--- config.mk ---
export PLATFORM = sky130hd
export DESIGN_NAME = multichannel_fir_filter_core_flat
export DESIGN_NICKNAME = d
export VERILOG_FILES = /design/src/mcfir_pkg.sv /design/src/mcfir_in_if.sv /design/src/mcfir_out_if.sv /design/src/mcfir_ram.sv /design/src/mcfir_ctrl.sv /design/src/mcfir_mac.sv /design/src/multichannel_fir_filter_core.sv /design/src/flat_wrapper.sv
export SDC_FILE = /design/constraint.sdc
export NUM_CORES = 2
export LEC_CHECK = 0
export BUFFER_PORTS_ARGS = -buffer_cell sky130_fd_sc_hd__buf_2
export CAP_MARGIN = 20
export CORE_MARGIN = 3
export CORE_UTILIZATION = 63
export DETAILED_ROUTE_END_ITERATION = 6
export HOLD_SLACK_MARGIN = 0.12
export PLACE_DENSITY = 0.87
export SETUP_SLACK_MARGIN = 0.5
export SLEW_MARGIN = 25
export SYNTH_ARGS = -nofsm -noshare
export SYNTH_HDL_FRONTEND = slang
export SYNTH_SLANG_ARGS = --single-unit
--- constraint.sdc ---
create_clock -name clk -period 6.9 [get_ports clk]
set_clock_uncertainty 0.05 [all_clocks]
set_input_delay 1.38 -clock clk [delete_from_list [all_inputs] [get_ports clk]]
set_output_delay 1.38 -clock clk [all_outputs]
set_load 0.02 [all_outputs]
--- src/mcfir_pkg.sv ---
// Shared constants, types and codes for the multichannel FIR filter.
`timescale 1ns / 1ps

package mcfir_pkg;

	localparam int CHANNELS      = 4;
	localparam int TAPS          = 32;
	localparam int SAMPLE_BITS   = 10;

	// fixed field widths of the item channels
	localparam int SAMPLE_FIELDS = 4;
	localparam int FIELD_W       = 10;
	localparam int ACTION_W      = 2;
	localparam int CHAN_IN_W     = 2;
	localparam int TAP_IN_W      = 5;
	localparam int WEIGHT_W      = 16;
	localparam int RAW_W         = 10;
	localparam int FILT_W        = 16;

	// accumulator keeps bits 30..0 of the tap sum; the result is bits 30..15
	localparam int OUT_LSB       = 15;
	localparam int ACC_W         = OUT_LSB + FILT_W;
	localparam int PROD_W        = WEIGHT_W + SAMPLE_BITS + 1;

	localparam int CH_W          = (CHANNELS > 1) ? $clog2(CHANNELS) : 1;
	localparam int SADDR_W       = $clog2(TAPS);
	localparam int WADDR_W       = $clog2(CHANNELS * TAPS);
	localparam int ROW_W         = CHANNELS * SAMPLE_BITS;

	typedef enum logic [ACTION_W-1:0] {
		ACT_SAMPLES = 2'd0,
		ACT_WEIGHT  = 2'd1,
		ACT_READ    = 2'd2
	} action_t;

	typedef enum logic [1:0] {
		ST_CLEAR,
		ST_IDLE,
		ST_RUN
	} state_t;

	// control that travels with each tap read through the MAC pipeline
	typedef struct packed {
		logic            vld;
		logic            first;
		logic            last;
		logic [CH_W-1:0] ch;
	} mac_ctl_t;

endpackage

--- src/mcfir_in_if.sv ---
// Input item channel: valid/ready handshake with the action payload.
`timescale 1ns / 1ps

interface mcfir_in_if;
	import mcfir_pkg::*;

	logic                       valid;
	logic                       ready;
	logic [ACTION_W-1:0]        action;
	logic [CHAN_IN_W-1:0]       channel;
	logic [FIELD_W-1:0]         sample_ch0;
	logic [FIELD_W-1:0]         sample_ch1;
	logic [FIELD_W-1:0]         sample_ch2;
	logic [FIELD_W-1:0]         sample_ch3;
	logic [TAP_IN_W-1:0]        tap_index;
	logic signed [WEIGHT_W-1:0] weight_value;

	modport source (
		output valid, action, channel, sample_ch0, sample_ch1, sample_ch2, sample_ch3,
		output tap_index, weight_value,
		input  ready
	);

	modport sink (
		input  valid, action, channel, sample_ch0, sample_ch1, sample_ch2, sample_ch3,
		input  tap_index, weight_value,
		output ready
	);

endinterface

--- src/mcfir_out_if.sv ---
// Result channel: valid/ready handshake with the raw and filtered values.
`timescale 1ns / 1ps

interface mcfir_out_if;
	import mcfir_pkg::*;

	logic                     valid;
	logic                     ready;
	logic [RAW_W-1:0]         raw_sample;
	logic signed [FILT_W-1:0] filtered_value;

	modport source (
		output valid, raw_sample, filtered_value,
		input  ready
	);

	modport sink (
		input  valid, raw_sample, filtered_value,
		output ready
	);

endinterface

--- src/mcfir_ram.sv ---
// Generic simple dual-port RAM: one write port, one registered read port.
`timescale 1ns / 1ps

module mcfir_ram #(
	parameter int W = 8,
	parameter int D = 16
) (
	input  logic                                  clk,
	input  logic                                  we,
	input  logic [((D > 1) ? $clog2(D) : 1)-1:0]  waddr,
	input  logic [W-1:0]                          wdata,
	input  logic                                  re,
	input  logic [((D > 1) ? $clog2(D) : 1)-1:0]  raddr,
	output logic [W-1:0]                          rdata
);

	logic [W-1:0] mem [D];

	always_ff @(posedge clk) begin
		if (we) begin
			mem[waddr] <= wdata;
		end
		if (re) begin
			rdata <= mem[raddr];
		end
	end

endmodule

--- src/mcfir_ctrl.sv ---
// Sequencer: clearing pass, sample/weight writes, write pointer and tap read issue.
`timescale 1ns / 1ps

module mcfir_ctrl (
	input  logic                       clk,
	input  logic                       arst_n,
	mcfir_in_if.sink                   req,
	input  logic                       mac_busy,
	output logic                       s_we,
	output logic [mcfir_pkg::SADDR_W-1:0] s_waddr,
	output logic [mcfir_pkg::ROW_W-1:0]   s_wdata,
	output logic                       s_re,
	output logic [mcfir_pkg::SADDR_W-1:0] s_raddr,
	output logic                       w_we,
	output logic [mcfir_pkg::WADDR_W-1:0] w_waddr,
	output logic [mcfir_pkg::WEIGHT_W-1:0] w_wdata,
	output logic                       w_re,
	output logic [mcfir_pkg::WADDR_W-1:0] w_raddr,
	output mcfir_pkg::mac_ctl_t        issue
);
	import mcfir_pkg::*;

	localparam logic [SADDR_W-1:0] SLAST = SADDR_W'(TAPS - 1);
	localparam logic [WADDR_W-1:0] WLAST = WADDR_W'(CHANNELS * TAPS - 1);

	state_t               state_q;
	state_t               state_nxt;
	logic [WADDR_W-1:0]   clr_q;
	logic [SADDR_W-1:0]   wp_q;
	logic [SADDR_W-1:0]   k_q;
	logic [SADDR_W-1:0]   slot_q;
	logic [WADDR_W-1:0]   wa_q;
	logic [CH_W-1:0]      ch_q;

	logic                 beat;
	logic                 ch_ok;
	logic                 tap_ok;
	logic                 start_rd;
	logic [SADDR_W-1:0]   newest;
	logic [WADDR_W-1:0]   w_base;
	logic [WADDR_W-1:0]   w_addr_in;
	logic [FIELD_W-1:0]   fld [SAMPLE_FIELDS];
	logic [ROW_W-1:0]     row;

	assign req.ready = (state_q == ST_IDLE) && !mac_busy;
	assign beat      = req.valid && req.ready;
	assign ch_ok     = int'(req.channel) < CHANNELS;
	assign tap_ok    = int'(req.tap_index) < TAPS;
	assign start_rd  = beat && (req.action == ACT_READ) && ch_ok;
	assign newest    = (wp_q == '0) ? SLAST : wp_q - 1'b1;
	assign w_base    = WADDR_W'(int'(req.channel) * TAPS);
	assign w_addr_in = WADDR_W'(int'(req.channel) * TAPS + int'(req.tap_index));

	assign fld[0] = req.sample_ch0;
	assign fld[1] = req.sample_ch1;
	assign fld[2] = req.sample_ch2;
	assign fld[3] = req.sample_ch3;

	// one row holds the sample of every channel for one ring slot
	always_comb begin
		row = '0;
		for (int c = 0; c < CHANNELS; c++) begin
			if (c < SAMPLE_FIELDS) begin
				row[c*SAMPLE_BITS +: SAMPLE_BITS] = SAMPLE_BITS'(fld[c]);
			end
		end
	end

	always_comb begin
		state_nxt = state_q;
		s_we      = 1'b0;
		s_waddr   = wp_q;
		s_wdata   = row;
		w_we      = 1'b0;
		w_waddr   = w_addr_in;
		w_wdata   = req.weight_value;
		case (state_q)
			ST_CLEAR: begin
				s_we    = int'(clr_q) < TAPS;
				s_waddr = SADDR_W'(clr_q);
				s_wdata = '0;
				w_we    = 1'b1;
				w_waddr = clr_q;
				w_wdata = '0;
				if (clr_q == WLAST) begin
					state_nxt = ST_IDLE;
				end
			end
			ST_IDLE: begin
				s_we = beat && (req.action == ACT_SAMPLES);
				w_we = beat && (req.action == ACT_WEIGHT) && ch_ok && tap_ok;
				if (start_rd) begin
					state_nxt = ST_RUN;
				end
			end
			ST_RUN: begin
				if (k_q == SLAST) begin
					state_nxt = ST_IDLE;
				end
			end
			default: begin
				state_nxt = ST_CLEAR;
			end
		endcase
	end

	assign s_re        = (state_q == ST_RUN);
	assign w_re        = (state_q == ST_RUN);
	assign s_raddr     = slot_q;
	assign w_raddr     = wa_q;
	assign issue.vld   = (state_q == ST_RUN);
	assign issue.first = (k_q == '0);
	assign issue.last  = (k_q == SLAST);
	assign issue.ch    = ch_q;

	always_ff @(posedge clk or negedge arst_n) begin
		if (!arst_n) begin
			state_q <= ST_CLEAR;
			clr_q   <= '0;
			wp_q    <= '0;
			k_q     <= '0;
		end else begin
			state_q <= state_nxt;
			if (state_q == ST_CLEAR) begin
				clr_q <= clr_q + 1'b1;
			end
			if (s_we && (state_q != ST_CLEAR)) begin
				wp_q <= (wp_q == SLAST) ? '0 : wp_q + 1'b1;
			end
			if (start_rd) begin
				k_q <= '0;
			end else if (state_q == ST_RUN) begin
				k_q <= k_q + 1'b1;
			end
		end
	end

	// walk the ring backward from the newest slot, weights forward from tap 0
	always_ff @(posedge clk) begin
		if (start_rd) begin
			slot_q <= newest;
			wa_q   <= w_base;
			ch_q   <= CH_W'(req.channel);
		end else if (state_q == ST_RUN) begin
			slot_q <= (slot_q == '0) ? SLAST : slot_q - 1'b1;
			wa_q   <= wa_q + 1'b1;
		end
	end

`ifndef SYNTHESIS
	a_rd_starts_run: assert property (@(posedge clk) disable iff (!arst_n)
		start_rd |=> (issue.vld && issue.first))
		else $error("read beat did not start tap issue at tap 0");

	a_last_ends_run: assert property (@(posedge clk) disable iff (!arst_n)
		(issue.vld && issue.last) |=> (state_q == ST_IDLE))
		else $error("sequencer stayed busy after last tap");

	a_one_write: assert property (@(posedge clk) disable iff (!arst_n)
		(state_q != ST_CLEAR) |-> !(s_we && w_we))
		else $error("sample and weight stores written by one beat");
`endif

endmodule

--- src/mcfir_mac.sv ---
// Multiply-accumulate pipeline over the tap reads and the result register.
`timescale 1ns / 1ps

module mcfir_mac (
	input  logic                           clk,
	input  logic                           arst_n,
	input  mcfir_pkg::mac_ctl_t            issue,
	input  logic [mcfir_pkg::ROW_W-1:0]    s_rdata,
	input  logic [mcfir_pkg::WEIGHT_W-1:0] w_rdata,
	output logic                           busy,
	mcfir_out_if.source                    rsp
);
	import mcfir_pkg::*;

	mac_ctl_t                 ctl_s1;
	mac_ctl_t                 ctl_s2;
	logic [SAMPLE_BITS-1:0]   sample_s1;
	logic signed [PROD_W-1:0] prod_s2;
	logic signed [ACC_W-1:0]  acc_q;
	logic [RAW_W-1:0]         raw_q;
	logic                     fin_q;
	logic                     out_vld_q;
	logic [RAW_W-1:0]         out_raw_q;
	logic signed [FILT_W-1:0] out_filt_q;
	logic                     xfer;

	assign sample_s1 = s_rdata[ctl_s1.ch*SAMPLE_BITS +: SAMPLE_BITS];
	assign xfer      = fin_q && (!out_vld_q || rsp.ready);
	assign busy      = ctl_s1.vld || ctl_s2.vld || fin_q;

	assign rsp.valid          = out_vld_q;
	assign rsp.raw_sample     = out_raw_q;
	assign rsp.filtered_value = out_filt_q;

	always_ff @(posedge clk or negedge arst_n) begin
		if (!arst_n) begin
			ctl_s1    <= '0;
			ctl_s2    <= '0;
			fin_q     <= 1'b0;
			out_vld_q <= 1'b0;
		end else begin
			ctl_s1 <= issue;
			ctl_s2 <= ctl_s1;
			if (xfer) begin
				fin_q <= 1'b0;
			end else if (ctl_s2.vld && ctl_s2.last) begin
				fin_q <= 1'b1;
			end
			if (xfer) begin
				out_vld_q <= 1'b1;
			end else if (rsp.ready) begin
				out_vld_q <= 1'b0;
			end
		end
	end

	// sum wraps at ACC_W bits: only bits 30..15 leave the block
	always_ff @(posedge clk) begin
		prod_s2 <= $signed(w_rdata) * $signed({1'b0, sample_s1});
		if (ctl_s1.vld && ctl_s1.first) begin
			raw_q <= RAW_W'(sample_s1);
		end
		if (ctl_s2.vld) begin
			acc_q <= ctl_s2.first ? ACC_W'(prod_s2) : acc_q + ACC_W'(prod_s2);
		end
		if (xfer) begin
			out_raw_q  <= raw_q;
			out_filt_q <= acc_q[ACC_W-1:OUT_LSB];
		end
	end

`ifndef SYNTHESIS
	a_fin_idle_pipe: assert property (@(posedge clk) disable iff (!arst_n)
		fin_q |-> (!ctl_s1.vld && !ctl_s2.vld))
		else $error("tap reads in flight while a result is pending");

	a_last_sets_fin: assert property (@(posedge clk) disable iff (!arst_n)
		(ctl_s2.vld && ctl_s2.last) |=> fin_q)
		else $error("last tap accumulated without a pending result");
`endif

endmodule

--- src/multichannel_fir_filter_core.sv ---
// Four-channel 32-tap FIR filter core over a shared circular sample history.
// One item is accepted per cycle while no clearing pass or read is in progress.
// A read item runs one MAC per tap through the tap-read, product and accumulate registers;
// its result then moves to the output register once any earlier result there is taken,
// and only then is the next item accepted, set by the single tap-read port pair.
// After reset a clearing pass over all CHANNELS * TAPS weight addresses zeroes both stores, ready low.
`timescale 1ns / 1ps

module multichannel_fir_filter_core (
	input  logic        clk,
	input  logic        arst_n,
	mcfir_in_if.sink    req,
	mcfir_out_if.source rsp
);
	import mcfir_pkg::*;

	logic                 s_we;
	logic [SADDR_W-1:0]   s_waddr;
	logic [ROW_W-1:0]     s_wdata;
	logic                 s_re;
	logic [SADDR_W-1:0]   s_raddr;
	logic [ROW_W-1:0]     s_rdata;
	logic                 w_we;
	logic [WADDR_W-1:0]   w_waddr;
	logic [WEIGHT_W-1:0]  w_wdata;
	logic                 w_re;
	logic [WADDR_W-1:0]   w_raddr;
	logic [WEIGHT_W-1:0]  w_rdata;
	mac_ctl_t             issue;
	logic                 mac_busy;

	mcfir_ctrl u_ctrl (
		.clk      (clk),
		.arst_n   (arst_n),
		.req      (req),
		.mac_busy (mac_busy),
		.s_we     (s_we),
		.s_waddr  (s_waddr),
		.s_wdata  (s_wdata),
		.s_re     (s_re),
		.s_raddr  (s_raddr),
		.w_we     (w_we),
		.w_waddr  (w_waddr),
		.w_wdata  (w_wdata),
		.w_re     (w_re),
		.w_raddr  (w_raddr),
		.issue    (issue)
	);

	mcfir_ram #(
		.W (ROW_W),
		.D (TAPS)
	) u_hist_ram (
		.clk   (clk),
		.we    (s_we),
		.waddr (s_waddr),
		.wdata (s_wdata),
		.re    (s_re),
		.raddr (s_raddr),
		.rdata (s_rdata)
	);

	mcfir_ram #(
		.W (WEIGHT_W),
		.D (CHANNELS * TAPS)
	) u_wgt_ram (
		.clk   (clk),
		.we    (w_we),
		.waddr (w_waddr),
		.wdata (w_wdata),
		.re    (w_re),
		.raddr (w_raddr),
		.rdata (w_rdata)
	);

	mcfir_mac u_mac (
		.clk     (clk),
		.arst_n  (arst_n),
		.issue   (issue),
		.s_rdata (s_rdata),
		.w_rdata (w_rdata),
		.busy    (mac_busy),
		.rsp     (rsp)
	);

endmodule

--- src/flat_wrapper.sv ---
// flat-port wrapper written by rule: the top's interface ports become plain ports
module multichannel_fir_filter_core_flat import mcfir_pkg::*;
  (clk, arst_n, req_valid, req_action, req_channel, req_sample_ch0, req_sample_ch1, req_sample_ch2, req_sample_ch3, req_tap_index, req_weight_value, req_ready, rsp_valid, rsp_raw_sample, rsp_filtered_value, rsp_ready);
  mcfir_in_if req_i ();
  mcfir_out_if rsp_i ();
  input  logic clk;
  input  logic arst_n;
  input wire logic [$bits(req_i.valid)-1:0] req_valid;
  input wire logic [$bits(req_i.action)-1:0] req_action;
  input wire logic [$bits(req_i.channel)-1:0] req_channel;
  input wire logic [$bits(req_i.sample_ch0)-1:0] req_sample_ch0;
  input wire logic [$bits(req_i.sample_ch1)-1:0] req_sample_ch1;
  input wire logic [$bits(req_i.sample_ch2)-1:0] req_sample_ch2;
  input wire logic [$bits(req_i.sample_ch3)-1:0] req_sample_ch3;
  input wire logic [$bits(req_i.tap_index)-1:0] req_tap_index;
  input wire logic [$bits(req_i.weight_value)-1:0] req_weight_value;
  output wire logic [$bits(req_i.ready)-1:0] req_ready;
  output wire logic [$bits(rsp_i.valid)-1:0] rsp_valid;
  output wire logic [$bits(rsp_i.raw_sample)-1:0] rsp_raw_sample;
  output wire logic [$bits(rsp_i.filtered_value)-1:0] rsp_filtered_value;
  input wire logic [$bits(rsp_i.ready)-1:0] rsp_ready;
  assign req_i.valid = req_valid;
  assign req_i.action = req_action;
  assign req_i.channel = req_channel;
  assign req_i.sample_ch0 = req_sample_ch0;
  assign req_i.sample_ch1 = req_sample_ch1;
  assign req_i.sample_ch2 = req_sample_ch2;
  assign req_i.sample_ch3 = req_sample_ch3;
  assign req_i.tap_index = req_tap_index;
  assign req_i.weight_value = req_weight_value;
  assign req_ready = req_i.ready;
  assign rsp_valid = rsp_i.valid;
  assign rsp_raw_sample = rsp_i.raw_sample;
  assign rsp_filtered_value = rsp_i.filtered_value;
  assign rsp_i.ready = rsp_ready;
  multichannel_fir_filter_core u_core (.clk(clk), .arst_n(arst_n), .req(req_i), .rsp(rsp_i));
endmodule
* Yosys cells after proc, flatten, opt, wreduce, memory -nomap -nowiden
Memory sizes are Yosys's and may differ from the RTL's. A register that Yosys moved wholly into a read port is not among the register bits. Cells that the tools add are included. W data, S select, Z words.
Operators by class: $add $sub $neg 8, multiply operators 2, divide/modulo/power cells 0, order comparisons 1, eq/ne operators 10, shift-type cells 1, multiplexer cells 28, bitwise operators 0, reductions and logical operators 24
Operators with widths (number):
- $mux W40 | 1
- $mux W5 | 8
- $shiftx A40 B7 Y10 | 1
- $add A31 B27 Y31 | 1
- $mux W31 | 1
- $mul A16 B11 Y27 | 1
- $mux W7 | 3
- $mux W16 | 1
- $logic_not A5 Y1 | 3
- $add A7 B1 Y7 const B | 2
- $add A5 B1 Y5 const B | 2
- $eq A5 B5 Y1 const B | 2
- $sub A5 B1 Y5 const B | 2
- $logic_and A1 B1 Y1 | 9
- $mux W1 | 8
- $reduce_bool A2 Y1 | 4
- $add A7 B5 Y7 | 1
- $eq A7 B7 Y1 const B | 1
- $lt A7 B6 Y1 const B | 1
- $mux W2 | 3
- $ne A2 B2 Y1 const B | 3
- $pmux W2 S3 | 1
- $mul A2 B3 Y5 const B | 1
- $eq A2 B1 Y1 const B | 2
- other kinds (6) | 12
Storage, ports and cells: register bits 137, bits in latches 0, RAM bits 3328, bits in read-only memories 0, output and inout bits 28, word-level logic and storage cells 98, memories kept 2
Memory list:
- u_core.u_wgt_ram.mem | depth 128, width 16, rd ports 1, clocked after memory_dff 1, wr ports 1, line mcfir_ram.sv:17 | logic [W-1:0] mem [D];
- u_core.u_hist_ram.mem | depth 32, width 40, rd ports 1, clocked after memory_dff 1, wr ports 1, line mcfir_ram.sv:17

* Logic depth before layout (Yosys ltp)
word-level depth 9, depth in mapped cells 24

* Modules after synthesis
A second synthesis with hierarchy kept.
Unflattened totals: cells, all modules 7266, area total of the unflattened synthesis 142917.1 µm²
Modules (own cells, without submodules):
- mcfir_ram (u_core.u_wgt_ram) | times used 1, cells each 3086, area an instance 78683.0 µm², sequential area each 61979.4 µm²
- mcfir_ram (u_core.u_hist_ram) | times used 1, cells each 2813, area an instance 50965.1 µm², sequential area each 39638.0 µm²
- mcfir_mac | times used 1, cells each 1110, area an instance 11013.1 µm², sequential area each 2802.7 µm²
- mcfir_ctrl | times used 1, cells each 257, area an instance 2255.9 µm², sequential area each 845.8 µm²

* Worst setup path before layout
OpenSTA, ideal clock, no wires.
path kind reg2reg, from register u_core.u_mac.ctl_s1[0] (netlist name), to register u_core.u_mac.prod_s2[23], data arrival time 5982 ps, data required time 6778 ps, setup slack 795 ps, stages on the path, launching flop included 23, path through dfrtp_1 clkbuf_1 mux4_2 buf_1 nand2_1 fa_1 fa_1 inv_1 fa_1 fa_1 inv_1 fa_1 inv_1 ha_1 a21oi_1 o21ai_0 nor3_1 a211oi_1 o211a_1 nor3_1 o21bai_1 a21oi_1 xnor2_1
Between the ends: word-level cells in the longest chain between the ends 3
RTL lines:
- start, declared | line mcfir_mac.sv:15 | mac_ctl_t ctl_s1;
- start signal, assigned | line mcfir_mac.sv:42 | ctl_s1 <= issue;
- $mul A2 B3 Y5 | line mcfir_mac.sv:27 | assign sample_s1 = s_rdata[ctl_s1.ch*SAMPLE_BITS +: SAMPLE_BITS];
- $shiftx A40 B7 Y10 | line mcfir_mac.sv:27
- via u_core.u_mac.sample_s1[3] | line mcfir_mac.sv:17 | logic [SAMPLE_BITS-1:0] sample_s1;
- $mul A16 B11 Y27 | line mcfir_mac.sv:59 | prod_s2 <= $signed(w_rdata) * $signed({1'b0, sample_s1});
- end signal, assigned | line mcfir_mac.sv:59
- end, declared | line mcfir_mac.sv:18 | logic signed [PROD_W-1:0] prod_s2;
The timed path passes the listed nets, and every way through them passes these cells. A chain may end at the register's enable or synchronous reset.

* Worst setup path in the final report
from register u_core.u_mac.ctl_s1[0] (netlist name), to register u_core.u_mac.prod_s2[23]
Between the ends: word-level cells in the longest chain between the ends 3
RTL lines (line):
- $mul A2 B3 Y5 | mcfir_mac.sv:27
- $shiftx A40 B7 Y10 | mcfir_mac.sv:27
- $mul A16 B11 Y27 | mcfir_mac.sv:59
Every way passes these cells.

==> flow_summary.toml <==
[final_layout]
drive_above_1_share_pct = 30.3
fin_nets = 7104
multiInputGateArea_um2 = 34600
layout_commonest_cell = "edfxtp_1"
seqCellArea_um2 = 105000
area_delta_synth_final_pct = 12.3
fillCellCount = 11100
layout_common_cells = "3,460 x edfxtp_1, 1,084 x mux4_2, 363 x clkbuf_16, 241 x buf_4, 217 x inv_1"

[synth]
synth-edff-count = 3460
syn_nets = 6679
syn_area_um2 = 141000
syn_inst = 6364
synthMuxAreaShare_pct = 17.7
synth_ff_type = "edfxtp_1"
seq_area_frac_synth_pct = 74.4
ys_ff_latch = 3521
async_reset_ff_share_pct = 0.824
synth_cell_types = 58
synth-adder-area-share_pct = 2.95
synth-xor-area-share_pct = 0.421
synthSimpleGateAreaFrac_pct = 2.19
synth_warnings = 0
synth_compound_area_share_pct = 0.807
postSynthAreaPerCell_um2 = 22.2
synth_top_family_by_area = "multiplexers"

[grt]
grt_pass1_vias = 77400
grt_pass1_wl_um = 609000
grt_max_degree = 152
antenna_found_initial = 65
grt.total_usage_pct = 38.3
grt_overflow = 0

[placed_design]
dp_hpwl_um = 220000
io_buffers = 96
gp_congestion = 0.849

[detailed_routing]
met1Wirelength_um = 132000
avgRoutedWirePerCell_um = 45.2
wl_met2_um = 213000
highest_layer = "met5"
wl_um = 455000
postRouteAntennaNets = 0
route.vias.total = 79300
first_pass_iters = 7
wl_met3_um = 65300
drc = 35
drt_iter0_markers = 16000
viasPerCell = 7.87

[sta]
tightest_slew_ns = 1.38
finalHoldViolations = 0
fin_hold_ws_ns = 0.317
max-slew-margin-rel_pct = 6.94
setup_viol = 0
finalSetupTns_ns = 0
rsz0062_at_grt = "false"
fin_crit_ns = 6.41
slew_viol_final = 0
fin_crit_sh_pct = 92.9
max_freq_ghz = 0.156

[worst_setup_path]
startpoint = "u_core.u_mac.ctl_s1[0]$_DFF_PN0_"
path_class = "flip-flop to flip-flop"
crit_arrival_ns = 7.24
worst_setup_path_end_kind = "flip-flop"
cp_max_fo = 6
timing.reg2reg.setup_slack_ns = 0.49
cp.required_ns = 7.73
r2r_end = "u_core.u_mac.prod_s2[23]$_DFF_P_"
r2r_start = "u_core.u_mac.ctl_s1[0]$_DFF_PN0_"
worstRegToRegCells = 21
startpoint_type = "flip-flop"
crit_end = "u_core.u_mac.prod_s2[23]$_DFF_P_"

[die]
pin_count = 97
row_count = 173
fp.dieH_um = 480
initial_core_util_pct = 63.5
die_w_um = 480
core_area_um2 = 223000
die_area_um2 = 230000

[power]
power_mw = 42.6
power_leakage_nw = 46.5
p_per_area_nw_per_um2 = 268
ir_drop_v = 0.000378

[clocking]
clockBufferDepth = 4
htreeDepth = 5
clk_pin_slew_ns = 0.08
cts_tree = "done"
clock-sinks = 3521
cts_made_buffers = 349
clock-root-buffer = "clkbuf_16"
insertion_delay_ns = 1.02
cts.hold.buffers_added = 0

[hold_path]
hold_depth = 0
min_path_type = "flip-flop to flip-flop"

[outcome]
violations = "design-rule violations"
status = "complete, but fails checks"

[flow_run]
maxCapViolations = 0
## timing repair
action                                  CTS  global route
endpoints found under the setup margin    6             8
setup buffers                             9             8
pin swaps                                 0             8
resized for setup                         2            39
gates cloned                              0             2
## per-layer routing
layer	track usage (%)	vias up
li1	-	27100
met1	47.4	39700
met2	59.7	9739
met3	10.8	2673
met4	25.8	56
met5	0	-
## through the flow
| stage | std cells | worst slack, ns | util (%) | cell area (um^2) |
|---|---|---|---|---|
| 4_1_cts | 10000 | 0.520 | 71.0 | 158000 |
| 6_report | 10100 | 0.492 | 71.3 | 159000 |
| 5_1_grt | 10000 | 0.421 | 71.3 | 159000 |
| 2_1_floorplan | 6364 | 0.795 | - | 141000 |
| 3_5_place_dp | 9386 | 0.381 | 66.0 | 147000 |
| 3_3_place_gp | 9376 | 0.511 | 65.9 | 147000 |
## critical path: stages, from the launching register on
cell,delay [ns]
dfrtp_4,0.54
buf_8,0.18
mux4_2,0.67
nand2_1,0.17
fa_1,0.44
fa_1,0.54
inv_1,0.11
fa_1,0.50
fa_1,0.53
inv_1,0.06
fa_1,0.48
inv_1,0.06
ha_2,0.40
nand2_2,0.11
nor2_1,0.16
a31oi_2,0.17
a211oi_4,0.33
o211a_1,0.24
nor3_2,0.06
o21bai_1,0.17
a21oi_1,0.11
xnor2_1,0.22
## registers in the layout, summed over array words and instances (netlist names), 2 cells and up
name and count:
u_core.u_ctrl.s_raddr 5, u_core.u_wgt_ram.rdata 16, u_core.u_ctrl.w_raddr 7, u_core.u_ctrl.wp_q 5, u_core.u_mac.ctl_s2 3, u_core.u_hist_ram.mem 1280, u_core.u_mac.rsp.filtered_value 16, u_core.u_ctrl.state_q 2
u_core.u_ctrl.ch_q 2, u_core.u_mac.rsp.raw_sample 10, u_core.u_hist_ram.rdata 40, u_core.u_mac.prod_s2 27, u_core.u_mac.ctl_s1 5, u_core.u_ctrl.clr_q 7, u_core.u_mac.acc_q 31, u_core.u_mac.raw_q 10
u_core.u_ctrl.k_q 5, u_core.u_wgt_ram.mem 2048
## how the worst min path moves through the flow
stage | start | to | slack, ns
final | u_core.u_mac.ctl_s1[2]$_DFF_PN0_ | u_core.u_mac.ctl_s2[2]$_DFF_PN0_ | 0.32
after global routing | u_core.u_mac.ctl_s1[2]$_DFF_PN0_ | u_core.u_mac.ctl_s2[2]$_DFF_PN0_ | 0.33
after CTS | u_core.u_mac.ctl_s1[2]$_DFF_PN0_ | u_core.u_mac.ctl_s2[2]$_DFF_PN0_ | 0.31
after detailed placement | u_core.u_ctrl.ch_q[1]$_DFFE_PP_ | u_core.u_mac.ctl_s1[1]$_DFF_PN0_ | 0.30
after global placement | u_core.u_mac.ctl_s1[2]$_DFF_PN0_ | u_core.u_mac.ctl_s2[2]$_DFF_PN0_ | 0.29
after floorplan | u_core.u_ctrl.ch_q[0]$_DFFE_PP_ | u_core.u_mac.ctl_s1[0]$_DFF_PN0_ | 0.28
## report_power, final
group	total, mW	switching, mW	internal (mW)
Sequential	23.1	0.0000000000000000299	23.1
Clock	19.5	8.65	10.8
Combinational	0.0443	0.0297	0.0146
Total	42.6	8.68	33.9
## layout make-up
class,instances,area share (%)
Clock inverter,183,1.02
Clock buffer,437,5.96
Multi-Input combinational cell,2314,21.8
Inverter,218,0.517
Tap cell,2975,2.34
Antenna cell,39,0.0614
Timing Repair Buffer,385,2.04
Sequential cell,3521,66.3
## logic make-up after synthesis
logic type,after synthesis
AO/OA/AOI/OAI,184
buffers and inverters,531
multiplexers,1147
flip-flops,3521
XOR/XNOR,68
AND/OR/NAND/NOR,667
adder cells (fa/ha/maj),246
## cell usage after synthesis, types with 4 or more instances
library cell     n  area [um^2]
inv_1          218          818
xor2_1          32          280
o31ai_1          7         52.6
nand3b_1        12         90.1
mux2_2          58          653
and3_1           5         31.3
dfxtp_1         32          641
o21a_1           9         67.6
or2_2            7         43.8
and2_1         139          870
o21ai_0         57          285
o211ai_1         4         30.0
nor2_1         215          807
mux2i_1          7         70.1
a211oi_1        10         75.1
buf_1           82          308
ha_1           100         1250
mux4_2        1082        24400
nor2b_1         11         68.8
a31o_2           4         35.0
or3_1            5         31.3
a21o_1          15          113
nand2_1        210          788
dfrtp_1         29          726
nand2b_1        14         87.6
clkbuf_1       190          713
o21bai_1         5         37.5
a31oi_1          8         50.1
xnor2_1         36          315
nor3_1          17         85.1
fa_1           146         2920
nand3_1         17         85.1
edfxtp_1      3460       104000
buf_4            9         67.6
nand4_1          6         37.5
a21oi_1         45          225
buf_2           29          145
No activity file was read; power rests on OpenSTA's default activity.
